File: src/design/swlm_pkg.sv
package swlm_pkg;

  typedef struct packed {
    logic       mode;
    logic [3:0] key_code;
  } in_t;

  typedef struct packed {
    logic [31:0] elapsed_tenths;
    logic        is_running;
    logic        is_paused;
    logic        memory_view;
    logic        entering_number;
    logic [4:0]  saved_count;
    logic [3:0]  shown_index;
    logic [31:0] shown_time;
    logic        shown_valid;
    logic [1:0]  buzzer;
  } out_t;

  localparam logic MODE_TICK = 1'b0;
  localparam logic MODE_KEY  = 1'b1;

  localparam logic [3:0] KEY_A    = 4'd10;
  localparam logic [3:0] KEY_B    = 4'd11;
  localparam logic [3:0] KEY_C    = 4'd12;
  localparam logic [3:0] KEY_D    = 4'd13;
  localparam logic [3:0] KEY_STAR = 4'd14;
  localparam logic [3:0] KEY_HASH = 4'd15;

  typedef enum logic [1:0] {
    BEEP_NONE   = 2'd0,
    BEEP_SHORT  = 2'd1,
    BEEP_LONG   = 2'd2,
    BEEP_DOUBLE = 2'd3
  } beep_t;

  localparam int TENTHS_PER_MIN = 600;
  localparam int MIN_PER_HOUR   = 60;
  localparam int DIGIT_BASE     = 10;
  // two-digit lap number, up to 99
  localparam int ENTRY_W        = 7;

  typedef struct packed {
    logic inc;
    logic clr;
  } timer_ctl_t;

  typedef struct packed {
    logic  running;
    logic  paused;
    logic  view;
    logic  entry;
    beep_t key_beep;
  } ctrl_stat_t;

endpackage

File: src/design/stopwatch_with_lap_memory_unit.sv
// A result is valid the cycle after its transaction is accepted.
// Throughput: one transaction per cycle; in_stall rises only while a result is held
// by out_stall in the output register.
// Reset: rst synchronous, active high; clears count, flags, lap count and index.
// Lap memory contents are not cleared and are never shown until written.
module stopwatch_with_lap_memory_unit #(
  parameter int LAP_SLOTS = 16
) (
  input  logic           clk,
  input  logic           rst,
  input  logic           in_valid,
  output logic           in_stall,
  input  swlm_pkg::in_t  in_data,
  output logic           out_valid,
  input  logic           out_stall,
  output swlm_pkg::out_t out_data
);

  localparam int CW = $clog2(LAP_SLOTS + 1);
  localparam int IW = (LAP_SLOTS > 1) ? $clog2(LAP_SLOTS) : 1;
  localparam int MW = (CW > 5) ? CW : 5;

  logic                 accept;
  swlm_pkg::timer_ctl_t tctl;
  swlm_pkg::ctrl_stat_t stat;
  logic [31:0]          elapsed;
  logic                 minute_change;
  logic [CW-1:0]        lap_count;
  logic [IW-1:0]        view_index;
  logic [31:0]          lap_time;
  swlm_pkg::beep_t      buzzer;
  swlm_pkg::beep_t      buzzer_next;
  logic [MW-1:0]        count_ext;
  logic [MW-1:0]        index_ext;
  logic                 shown_valid;

  assign in_stall = out_valid && out_stall;
  assign accept   = in_valid && !in_stall;

  assign tctl.inc = accept && (in_data.mode == swlm_pkg::MODE_TICK) && stat.running;
  assign tctl.clr = accept && (in_data.mode == swlm_pkg::MODE_KEY) &&
                    (in_data.key_code == swlm_pkg::KEY_C);

  swlm_timer u_timer (
    .clk           (clk),
    .rst           (rst),
    .ctl           (tctl),
    .elapsed       (elapsed),
    .minute_change (minute_change)
  );

  swlm_ctrl #(.LAP_SLOTS(LAP_SLOTS)) u_ctrl (
    .clk        (clk),
    .rst        (rst),
    .accept     (accept),
    .in_data    (in_data),
    .elapsed    (elapsed),
    .stat       (stat),
    .lap_count  (lap_count),
    .view_index (view_index),
    .lap_time   (lap_time)
  );

  always_comb begin
    if (in_data.mode == swlm_pkg::MODE_KEY) begin
      buzzer_next = stat.key_beep;
    end else if (stat.running && minute_change) begin
      buzzer_next = swlm_pkg::BEEP_LONG;
    end else begin
      buzzer_next = swlm_pkg::BEEP_NONE;
    end
  end

  always_ff @(posedge clk) begin
    if (rst) begin
      out_valid <= 1'b0;
    end else if (accept) begin
      out_valid <= 1'b1;
    end else if (!out_stall) begin
      out_valid <= 1'b0;
    end
  end

  always_ff @(posedge clk) begin
    if (accept) begin
      buzzer <= buzzer_next;
    end
  end

  assign count_ext   = MW'(lap_count);
  assign index_ext   = MW'(view_index);
  assign shown_valid = stat.view && (lap_count != '0);

  assign out_data.elapsed_tenths  = elapsed;
  assign out_data.is_running      = stat.running;
  assign out_data.is_paused       = stat.paused;
  assign out_data.memory_view     = stat.view;
  assign out_data.entering_number = stat.entry;
  assign out_data.saved_count     = count_ext[4:0];
  assign out_data.shown_index     = index_ext[3:0];
  assign out_data.shown_time      = shown_valid ? lap_time : 32'd0;
  assign out_data.shown_valid     = shown_valid;
  assign out_data.buzzer          = buzzer;

endmodule

File: src/design/swlm_timer.sv
module swlm_timer (
  input  logic                  clk,
  input  logic                  rst,
  input  swlm_pkg::timer_ctl_t  ctl,
  output logic [31:0]           elapsed,
  output logic                  minute_change
);

  logic [9:0] sub;
  logic [5:0] minute;
  logic [5:0] last_minute;

  assign minute_change = (minute != last_minute);

  always_ff @(posedge clk) begin
    if (rst) begin
      elapsed     <= '0;
      sub         <= '0;
      minute      <= '0;
      last_minute <= '0;
    end else if (ctl.clr) begin
      elapsed <= '0;
      sub     <= '0;
      minute  <= '0;
    end else if (ctl.inc) begin
      elapsed     <= elapsed + 32'd1;
      last_minute <= minute;
      if (&elapsed) begin
        sub    <= '0;
        minute <= '0;
      end else if (sub == 10'(swlm_pkg::TENTHS_PER_MIN - 1)) begin
        sub    <= '0;
        minute <= (minute == 6'(swlm_pkg::MIN_PER_HOUR - 1)) ? 6'd0 : minute + 6'd1;
      end else begin
        sub <= sub + 10'd1;
      end
    end
  end

endmodule

File: src/design/swlm_ctrl.sv
module swlm_ctrl #(
  parameter  int LAP_SLOTS = 16,
  localparam int CW = $clog2(LAP_SLOTS + 1),
  localparam int IW = (LAP_SLOTS > 1) ? $clog2(LAP_SLOTS) : 1
) (
  input  logic                  clk,
  input  logic                  rst,
  input  logic                  accept,
  input  swlm_pkg::in_t         in_data,
  input  logic [31:0]           elapsed,
  output swlm_pkg::ctrl_stat_t  stat,
  output logic [CW-1:0]         lap_count,
  output logic [IW-1:0]         view_index,
  output logic [31:0]           lap_time
);

  localparam int MW0 = (CW > swlm_pkg::ENTRY_W) ? CW : swlm_pkg::ENTRY_W;
  localparam int MW  = (MW0 > IW + 1) ? MW0 : IW + 1;

  logic [31:0] store [LAP_SLOTS];
  logic [31:0] last_saved;

  logic          running, paused, view, entry;
  logic [3:0]    first_digit;
  logic          running_next, paused_next, view_next, entry_next;
  logic [3:0]    first_digit_next;
  logic [CW-1:0] lap_count_next;
  logic [IW-1:0] view_index_next, idx_keyed;
  swlm_pkg::beep_t beep;
  logic          lap_we;

  logic [MW-1:0] pick_sum, count_ext, idx_inc;
  logic          pick_bad, save_ok;
  logic [IW-1:0] pick_idx;
  swlm_pkg::beep_t pick_beep;
  logic [IW-1:0] lap_waddr;

  always_comb begin
    count_ext = MW'(lap_count);
    if (in_data.key_code == swlm_pkg::KEY_HASH) begin
      pick_sum = MW'(first_digit);
    end else begin
      pick_sum = MW'(first_digit) * MW'(swlm_pkg::DIGIT_BASE) + MW'(in_data.key_code);
    end
    pick_bad  = (lap_count == '0) || (pick_sum == '0) || (pick_sum > count_ext);
    pick_idx  = pick_bad ? '0 : IW'(pick_sum - MW'(1));
    pick_beep = pick_bad ? swlm_pkg::BEEP_LONG : swlm_pkg::BEEP_DOUBLE;
    idx_inc   = MW'(view_index) + MW'(1);
    save_ok   = (lap_count < CW'(LAP_SLOTS)) &&
                ((lap_count == '0) || (last_saved != elapsed));
  end

  always_comb begin
    running_next     = running;
    paused_next      = paused;
    view_next        = view;
    entry_next       = entry;
    first_digit_next = first_digit;
    lap_count_next   = lap_count;
    idx_keyed        = view_index;
    beep             = swlm_pkg::BEEP_NONE;
    lap_we           = 1'b0;
    if (in_data.mode == swlm_pkg::MODE_KEY) begin
      case (in_data.key_code)
        swlm_pkg::KEY_D: begin
          running_next = !running;
          paused_next  = running;
          beep         = swlm_pkg::BEEP_SHORT;
        end
        swlm_pkg::KEY_C: begin
          running_next = 1'b0;
          paused_next  = 1'b0;
          beep         = swlm_pkg::BEEP_SHORT;
        end
        swlm_pkg::KEY_STAR: begin
          if (entry) begin
            entry_next = 1'b0;
            beep       = swlm_pkg::BEEP_LONG;
          end else begin
            lap_count_next = '0;
            view_next      = 1'b0;
            beep           = swlm_pkg::BEEP_SHORT;
          end
        end
        swlm_pkg::KEY_HASH: begin
          if (entry) begin
            idx_keyed  = pick_idx;
            beep       = pick_beep;
            entry_next = 1'b0;
          end else if (save_ok) begin
            lap_we         = 1'b1;
            lap_count_next = lap_count + CW'(1);
            beep           = swlm_pkg::BEEP_SHORT;
          end
        end
        swlm_pkg::KEY_A: begin
          view_next = !view;
          beep      = swlm_pkg::BEEP_SHORT;
        end
        swlm_pkg::KEY_B: begin
          if (view) begin
            if (idx_inc == count_ext || idx_inc >= MW'(LAP_SLOTS)) begin
              idx_keyed = '0;
            end else begin
              idx_keyed = IW'(idx_inc);
            end
            beep = swlm_pkg::BEEP_SHORT;
          end
        end
        default: begin
          if (view) begin
            if (!entry) begin
              first_digit_next = in_data.key_code;
              entry_next       = 1'b1;
              beep             = swlm_pkg::BEEP_SHORT;
            end else begin
              idx_keyed  = pick_idx;
              beep       = pick_beep;
              entry_next = 1'b0;
            end
          end
        end
      endcase
    end
    if (view_next && lap_count_next != '0 && MW'(idx_keyed) >= MW'(lap_count_next)) begin
      view_index_next = '0;
    end else begin
      view_index_next = idx_keyed;
    end
  end

  assign lap_waddr = lap_count[IW-1:0];

  always_ff @(posedge clk) begin
    if (rst) begin
      running     <= 1'b0;
      paused      <= 1'b0;
      view        <= 1'b0;
      entry       <= 1'b0;
      first_digit <= '0;
      lap_count   <= '0;
      view_index  <= '0;
    end else if (accept) begin
      running     <= running_next;
      paused      <= paused_next;
      view        <= view_next;
      entry       <= entry_next;
      first_digit <= first_digit_next;
      lap_count   <= lap_count_next;
      view_index  <= view_index_next;
    end
  end

  // lap memory; a save and a read of the same slot forward the new word
  always_ff @(posedge clk) begin
    if (accept && lap_we) begin
      store[lap_waddr] <= elapsed;
      last_saved       <= elapsed;
    end
    if (accept) begin
      if (lap_we && lap_waddr == view_index_next) begin
        lap_time <= elapsed;
      end else begin
        lap_time <= store[view_index_next];
      end
    end
  end

  assign stat.running  = running;
  assign stat.paused   = paused;
  assign stat.view     = view;
  assign stat.entry    = entry;
  assign stat.key_beep = beep;

endmodule

File: config.mk
export PLATFORM = sky130hd
export DESIGN_NAME = stopwatch_with_lap_memory_unit
export DESIGN_NICKNAME = d
export VERILOG_FILES = /design/src/design/swlm_pkg.sv /design/src/design/stopwatch_with_lap_memory_unit.sv /design/src/design/swlm_timer.sv /design/src/design/swlm_ctrl.sv
export SDC_FILE = /design/constraint.sdc
export NUM_CORES = 1
export LEC_CHECK = 0
export ABC_AREA = 0
export BUFFER_PORTS_ARGS = -buffer_cell sky130_fd_sc_hd__buf_2
export CORE_MARGIN = 2
export CORE_UTILIZATION = 30
export DETAILED_ROUTE_END_ITERATION = 6
export SYNTH_ARGS = -nofsm -noshare
export SYNTH_HDL_FRONTEND = slang
export SYNTH_HIERARCHICAL = 1
export SYNTH_SLANG_ARGS = --single-unit
File: constraint.sdc
create_clock -name clk -period 7.6 [get_ports clk]
set_clock_uncertainty 0.15 [all_clocks]
set_input_delay 2.28 -clock clk [delete_from_list [all_inputs] [get_ports clk]]
set_output_delay 2.28 -clock clk [all_outputs]
set_load 0.005 [all_outputs]
==> results of run 1 <==
## logic make-up (layout without fill, tap and decap cells)
logic type      Yosys count  count (layout)  synth area share
flops                   650             650            0.6749
simple gates            529             529           0.09052
compound gates          382             382           0.09668
mux                     192             192           0.07192
buf+inv                 161             342           0.02529
xor+xnor                 89              89           0.02799
fa+ha+maj                27              27           0.01267
## power by group
| part | switching [mW] | internal, mW |
|---|---|---|
| Sequential | 0.0192 | 3.86 |
| Combinational | 0.353 | 0.201 |
| Clock | 1.36 | 1.76 |
## sequential cells by signal (all words and copies together) (netlist names), 5 cells and up
| name | flops |
|---|---|
| u_ctrl/lap_count | 5 |
| u_timer/sub | 10 |
| u_timer/last_minute | 6 |
| u_ctrl/lap_time | 32 |
| u_timer/minute | 6 |
| u_ctrl/last_saved | 32 |
| u_ctrl/store | 512 |
| u_timer/elapsed | 32 |
## Yosys cell counts (all sizes together) (8+ instances only)
cell type  count  area share
edfxtp       578        0.62
dfxtp         72       0.052
nand3        100       0.018
nand4         23      0.0054
mux2          65       0.026
a211oi        44       0.012
and2          15      0.0035
a221oi        32       0.010
ha            25       0.011
inv           29      0.0039
mux2i        127       0.046
nor2          91       0.012
nor4          14      0.0048
o2bb2ai       36       0.011
xnor2         22      0.0069
a21oi        101       0.018
o32ai         32       0.010
and3          19      0.0043
clkbuf        84       0.011
xor2          67       0.021
nand2        209       0.028
or3            8      0.0020
a2bb2oi       34       0.011
nor3          18      0.0032
o21ai         57       0.010
buf           48       0.010
## stage by stage
step | setup TNS, ps | power, mW | worst slack (ps) | instances | hold WS [ps]
finish | 0 | 7.559 | 551.9 | 3454 | 333.1
global route | 0 | 7.793 | 286.3 | 3454 | 353.4
floorplan | -3060 | 4.310 | -110.1 | 2030 | 296.5
detailed placement | -96.26 | 4.510 | -21.64 | 3336 | 315.9
CTS | 0 | 7.621 | 596.9 | 3454 | 323.9
global placement | 0 | 4.500 | 52.40 | 3336 | 306.2
## critical path, stage by stage
cell       delay [ps]
buf_2             120
ha_1              310
and3_1            210
nor2_1            150
xnor2_1           180
and2_1            170
ha_1              250
a21o_1            190
o21ai_1           180
o211ai_1          140
o311ai_1          240
and2_2            250
inv_8              40
ha_4              240
nand2b_1           90
a21o_1            120
a21o_1            110
a21oi_1            60
or3_4             440
a41oi_4           250
or2_1             230
a2bb2oi_4          80
nor4_4            240
buf_12            270
mux2_1            360
## routing by layer
| metal | up-vias | GRT usage | routed length, um |
|---|---|---|---|
| met2 | 592 | 0.2816 | 38800 |
| met1 | 9075 | 0.1968 | 31270 |
| met3 | 124 | 0.02727 | 4447 |
| li1 | 8032 | - | - |
| met5 | - | 0 | 0 |
| met4 | 0 | 0.05661 | 2110 |
## area by class of cell
cell class                 count  area (sq um)
clock buffer                  92          1822
clock inverter                26         229.0
fill                        8762         59400
inverter                      29         116.4
multi-input combinational   1219          8541
sequential                   650         18800
tap                         1243          1555
timing repair buffer         195          1339
## worst max-delay path by stage
| stage | to | cells past startpoint |
|---|---|---|
| floorplan | u_ctrl/lap_time[23] | 28 |
| global placement | u_ctrl/lap_time[18] | 24 |
| detailed placement | u_ctrl/lap_time[15] | 25 |
| CTS | u_ctrl/lap_time[15] | 25 |
| global route | u_ctrl/lap_time[16] | 26 |
| finish | u_ctrl/lap_time[14] | 25 |
## placed cells by master, fill, tap and decap left out, types with 44 or more instances in the layout
| master | Yosys | final |
|---|---|---|
| dfxtp_1 | 72 | 71 |
| nand2_1 | 209 | 208 |
| o21ai_0 | 53 | 52 |
| nor2_1 | 90 | 89 |
| buf_2 | 23 | 90 |
| xor2_1 | 67 | 67 |
| buf_4 | 9 | 97 |
| mux2i_1 | 127 | 127 |
| clkbuf_16 | 0 | 68 |
| nand3_1 | 100 | 100 |
| a21oi_1 | 99 | 99 |
| a211oi_1 | 44 | 44 |
| edfxtp_1 | 578 | 578 |
==> metrics, run 1 <==
CTS resizes=0; Final Hold Viols=0; initial antenna violation count=0; DP Wirelength=45470 um; startpoint of the worst hold path=u_ctrl/paused; placed standard-cell area=30350 sq um; Final setup viols=0; syn avg cell area=13.72 sq um; Rows=111; Die Y-Extent=308.7 um; CTS tree=done; Post-CTS Setup Inserts=0; max_cap viols=0; global route overflow=0; Final Slew Violations=0; vias in the first global route=17850; Num Clock Sinks=650; Root Driver=clkbuf_16; H-tree depth=3; Final ANT Viol Nets=0; R2R Path End=u_ctrl/lap_time[14]; Chip Width=308.7 um; Syn Nets=2066; DIE AREA=95290 sq um; required time worst endpoint=7800 ps; Num CTS Buffers=66; Worst Tran Pin Value=1327 ps; Total GRT Usage=0.1599; final net count=2197; Post-Route WL=76620 um; via count=17820; top_reg_cell synth=edfxtp_1; hold path depth=2; synth unique cells=75; # DRC=0; Synth Warn #=6; post-route cell area=32400 sq um; Critical Path Fanout Max=23; Core ar.=91800 sq um; worst skew pair latency=610 ps; area grow syn2layout=16.33%; maximum vdd drop=0.1205 mV; PD cells=233.3 nW/um^2; Worst-path clk slew=60 ps; first-pass GRT wire length=114500 um; worst path arrival time=7250 ps; Starting Density=0.3034; slew margin rel.=0.1155; cts hold-fix bufs=0; Vias per Instance=5.160; final cell utilization of the core=0.3529; Final Cycle Share=0.9274; sequential share of the synthesized area=0.6749; largest net degree at the start of global routing=97; ys async rst share=0; top achievable clock speed=141.9 MHz; layout cells sized above 1=0.1714; EDFF count, synth=578; status=complete, no violations; cells after synthesis=2030; Hold Path Class=flop to flop; n_diodes=0; Worst Setup End Kind=flop; Critical R2R Launch=u_ctrl/lap_count[1]; post-layout min period=7048 ps; CTS max path bufs=3; total leakage power=12.89 nW; WS Path Type=primary input to flop; wire per inst=22.18 um; Ports=91; RSZ-0062 raised after global routing=no; WHS Endpoint=u_ctrl/paused; Yosys reg bits=650; Pre-antenna DRT Iters=5; reg2reg path depth=22; Initial DRC Count=1393; R2R setup slack=1450 ps; startpoint of the worst setup timing path=in_data[3]; Final GP Congestion=0.8746; Worst Setup Start Kind=primary input; mapped cell area=27850 sq um; port buffer count=90
Note: power is estimated with default switching activity, not from simulation.
==> inputs of run 2 (changes only) <==
--- a/config.mk
+++ b/config.mk
@@ -8,8 +8,9 @@
 export ABC_AREA = 0
 export BUFFER_PORTS_ARGS = -buffer_cell sky130_fd_sc_hd__buf_2
 export CORE_MARGIN = 2
-export CORE_UTILIZATION = 30
+export CORE_UTILIZATION = 55
 export DETAILED_ROUTE_END_ITERATION = 6
+export PLACE_DENSITY = 0.72
 export SYNTH_ARGS = -nofsm -noshare
 export SYNTH_HDL_FRONTEND = slang
 export SYNTH_HIERARCHICAL = 1
==> constraint.sdc (replaced) <==
create_clock -name clk -period 8.65 [get_ports clk]
set_clock_uncertainty 0.15 [all_clocks]
set_input_delay 2.595 -clock clk [delete_from_list [all_inputs] [get_ports clk]]
set_output_delay 2.595 -clock clk [all_outputs]
set_load 0.005 [all_outputs]
==> metrics, run 2 (synthesis gave the netlist of run 1 again) <==
Final Hold Viols=0; Die Y-Extent=229.0 um; slew margin rel.=0.1485; Starting Density=0.5563; # DRC=0; via count=17750; Initial DRC Count=2318; Net Sw Power=1.435 mW; Worst-path clk slew=60 ps; post-layout min period=7734 ps; total leakage power=12.57 nW; Num Clock Sinks=650; Bufs and invs on worst path=4; global route overflow=0; Core ar.=50070 sq um; CP top delay family=compound AO/OA/AOI/OAI gates; Chip Width=229.0 um; post-route setup TNS=0 ps; DP Wirelength=38770 um; Switching Fraction=0.2244; vias in the first global route=17280; WS Path Type=primary input to flop; n_diodes=0; PD cells=205.7 nW/um^2; placed standard-cell area=29200 sq um; max FFs per register=512; Post-Route WL=69180 um; status=complete, no violations; Vias per Instance=6.255; Worst Tran Pin Value=1277 ps; wire per inst=24.38 um; Total GRT Usage=0.2598; commonest non-fill, non-tap cells in the layout=edfxtp_1, nand2_1, mux2i_1; CTS resizes=0; Reg with most FFs=u_ctrl/store; Pre-antenna DRT Iters=5; DIE AREA=52450 sq um; worst path arrival time=7950 ps; Final Slew Violations=0; Post-CTS Setup Inserts=0; area grow syn2layout=11.57%; sequential power share=0.534; R2R setup slack=1910 ps; CTS max path bufs=3; H-tree depth=2; largest net degree at the start of global routing=141; maximum vdd drop=0.1830 mV; Num CTS Buffers=61; Critical Path Fanout Max=19; Worst Setup End Kind=flop; RSZ-0062 raised after global routing=no; max_cap viols=0; initial antenna violation count=0; final net count=2153; most common cell after layout, fill and taps aside=edfxtp_1; Internal=4.958 mW; Clock power frac=0.397; post-route cell area=31070 sq um; Worst Setup Start Kind=primary input; Hold Path Class=flop to flop; Final setup viols=0; cts hold-fix bufs=0; port buffer count=90; top achievable clock speed=129.3 MHz; CP max stage cell=o41ai_1; CTS tree=done; Final Cycle Share=0.8941; final cell utilization of the core=0.6207; total power=6.392 mW; Final ANT Viol Nets=0; Ports=91; worst skew pair latency=630 ps; max incr delay on CP=490 ps; required time worst endpoint=8870 ps; Rows=82; first-pass GRT wire length=104200 um; Final GP Congestion=0.8708; combinational group share of total power=0.069; layout cells sized above 1=0.1459; Root Driver=clkbuf_16; most frequent CP cell=a21o_1
run 2: layout make-up:
cell class,instances,area [sq um]
clock inverter,15,163.9
fill,3764,18990
tap,672,840.8
timing repair buffer,156,996.0
multi-input combinational,1219,8447
inverter,29,116.4
sequential,650,18800
clock buffer,97,1712
run 2: path summary, 6_finish.rpt:
kind / start / end / depth (start not counted)
worst max-delay path: in_data[3] / u_ctrl/lap_time[4] / 25
worst min-delay path: u_ctrl/paused / u_ctrl/paused / 2
worst max register to register: u_ctrl/lap_count[1] / u_ctrl/lap_time[4] / 20
worst min register to register: u_ctrl/paused / u_ctrl/paused / 2
run 2: tightest hold or removal path, cell delays in order (launching register included):
cell and delay (ps):
dfxtp_1 320, nand2b_1 70, a21oi_1 70
run 2: per-stage QoR:
step,std cells,worst slack (ps),hold slack [ps]
floorplan,2030,145.9,296.5
global placement,2726,452.5,311.4
detailed placement,2726,358.6,316.6
CTS,2838,987.0,353.3
global route,2838,613.7,394.5
finish,2838,915.8,351.6
run 2: power by group through the flow:
stage	Sequential (mW)	Combinational [mW]	Clock (mW)
final	3.42	0.439	2.54
after CTS	3.42	0.433	2.57
after global routing	3.42	0.467	2.70
after floorplan	3.47	0.303	0
after detailed placement	3.48	0.431	0
after global placement	3.48	0.423	0
run 2: per-layer routing:
metal | vias up | global-route usage | share of wire
met2 | 750 | 0.4312 | 0.49
li1 | 7935 | - | -
met3 | 122 | 0.03337 | 0.072
met5 | - | 0 | 0
met1 | 8946 | 0.3613 | 0.42
met4 | 0 | 0.07873 | 0.025
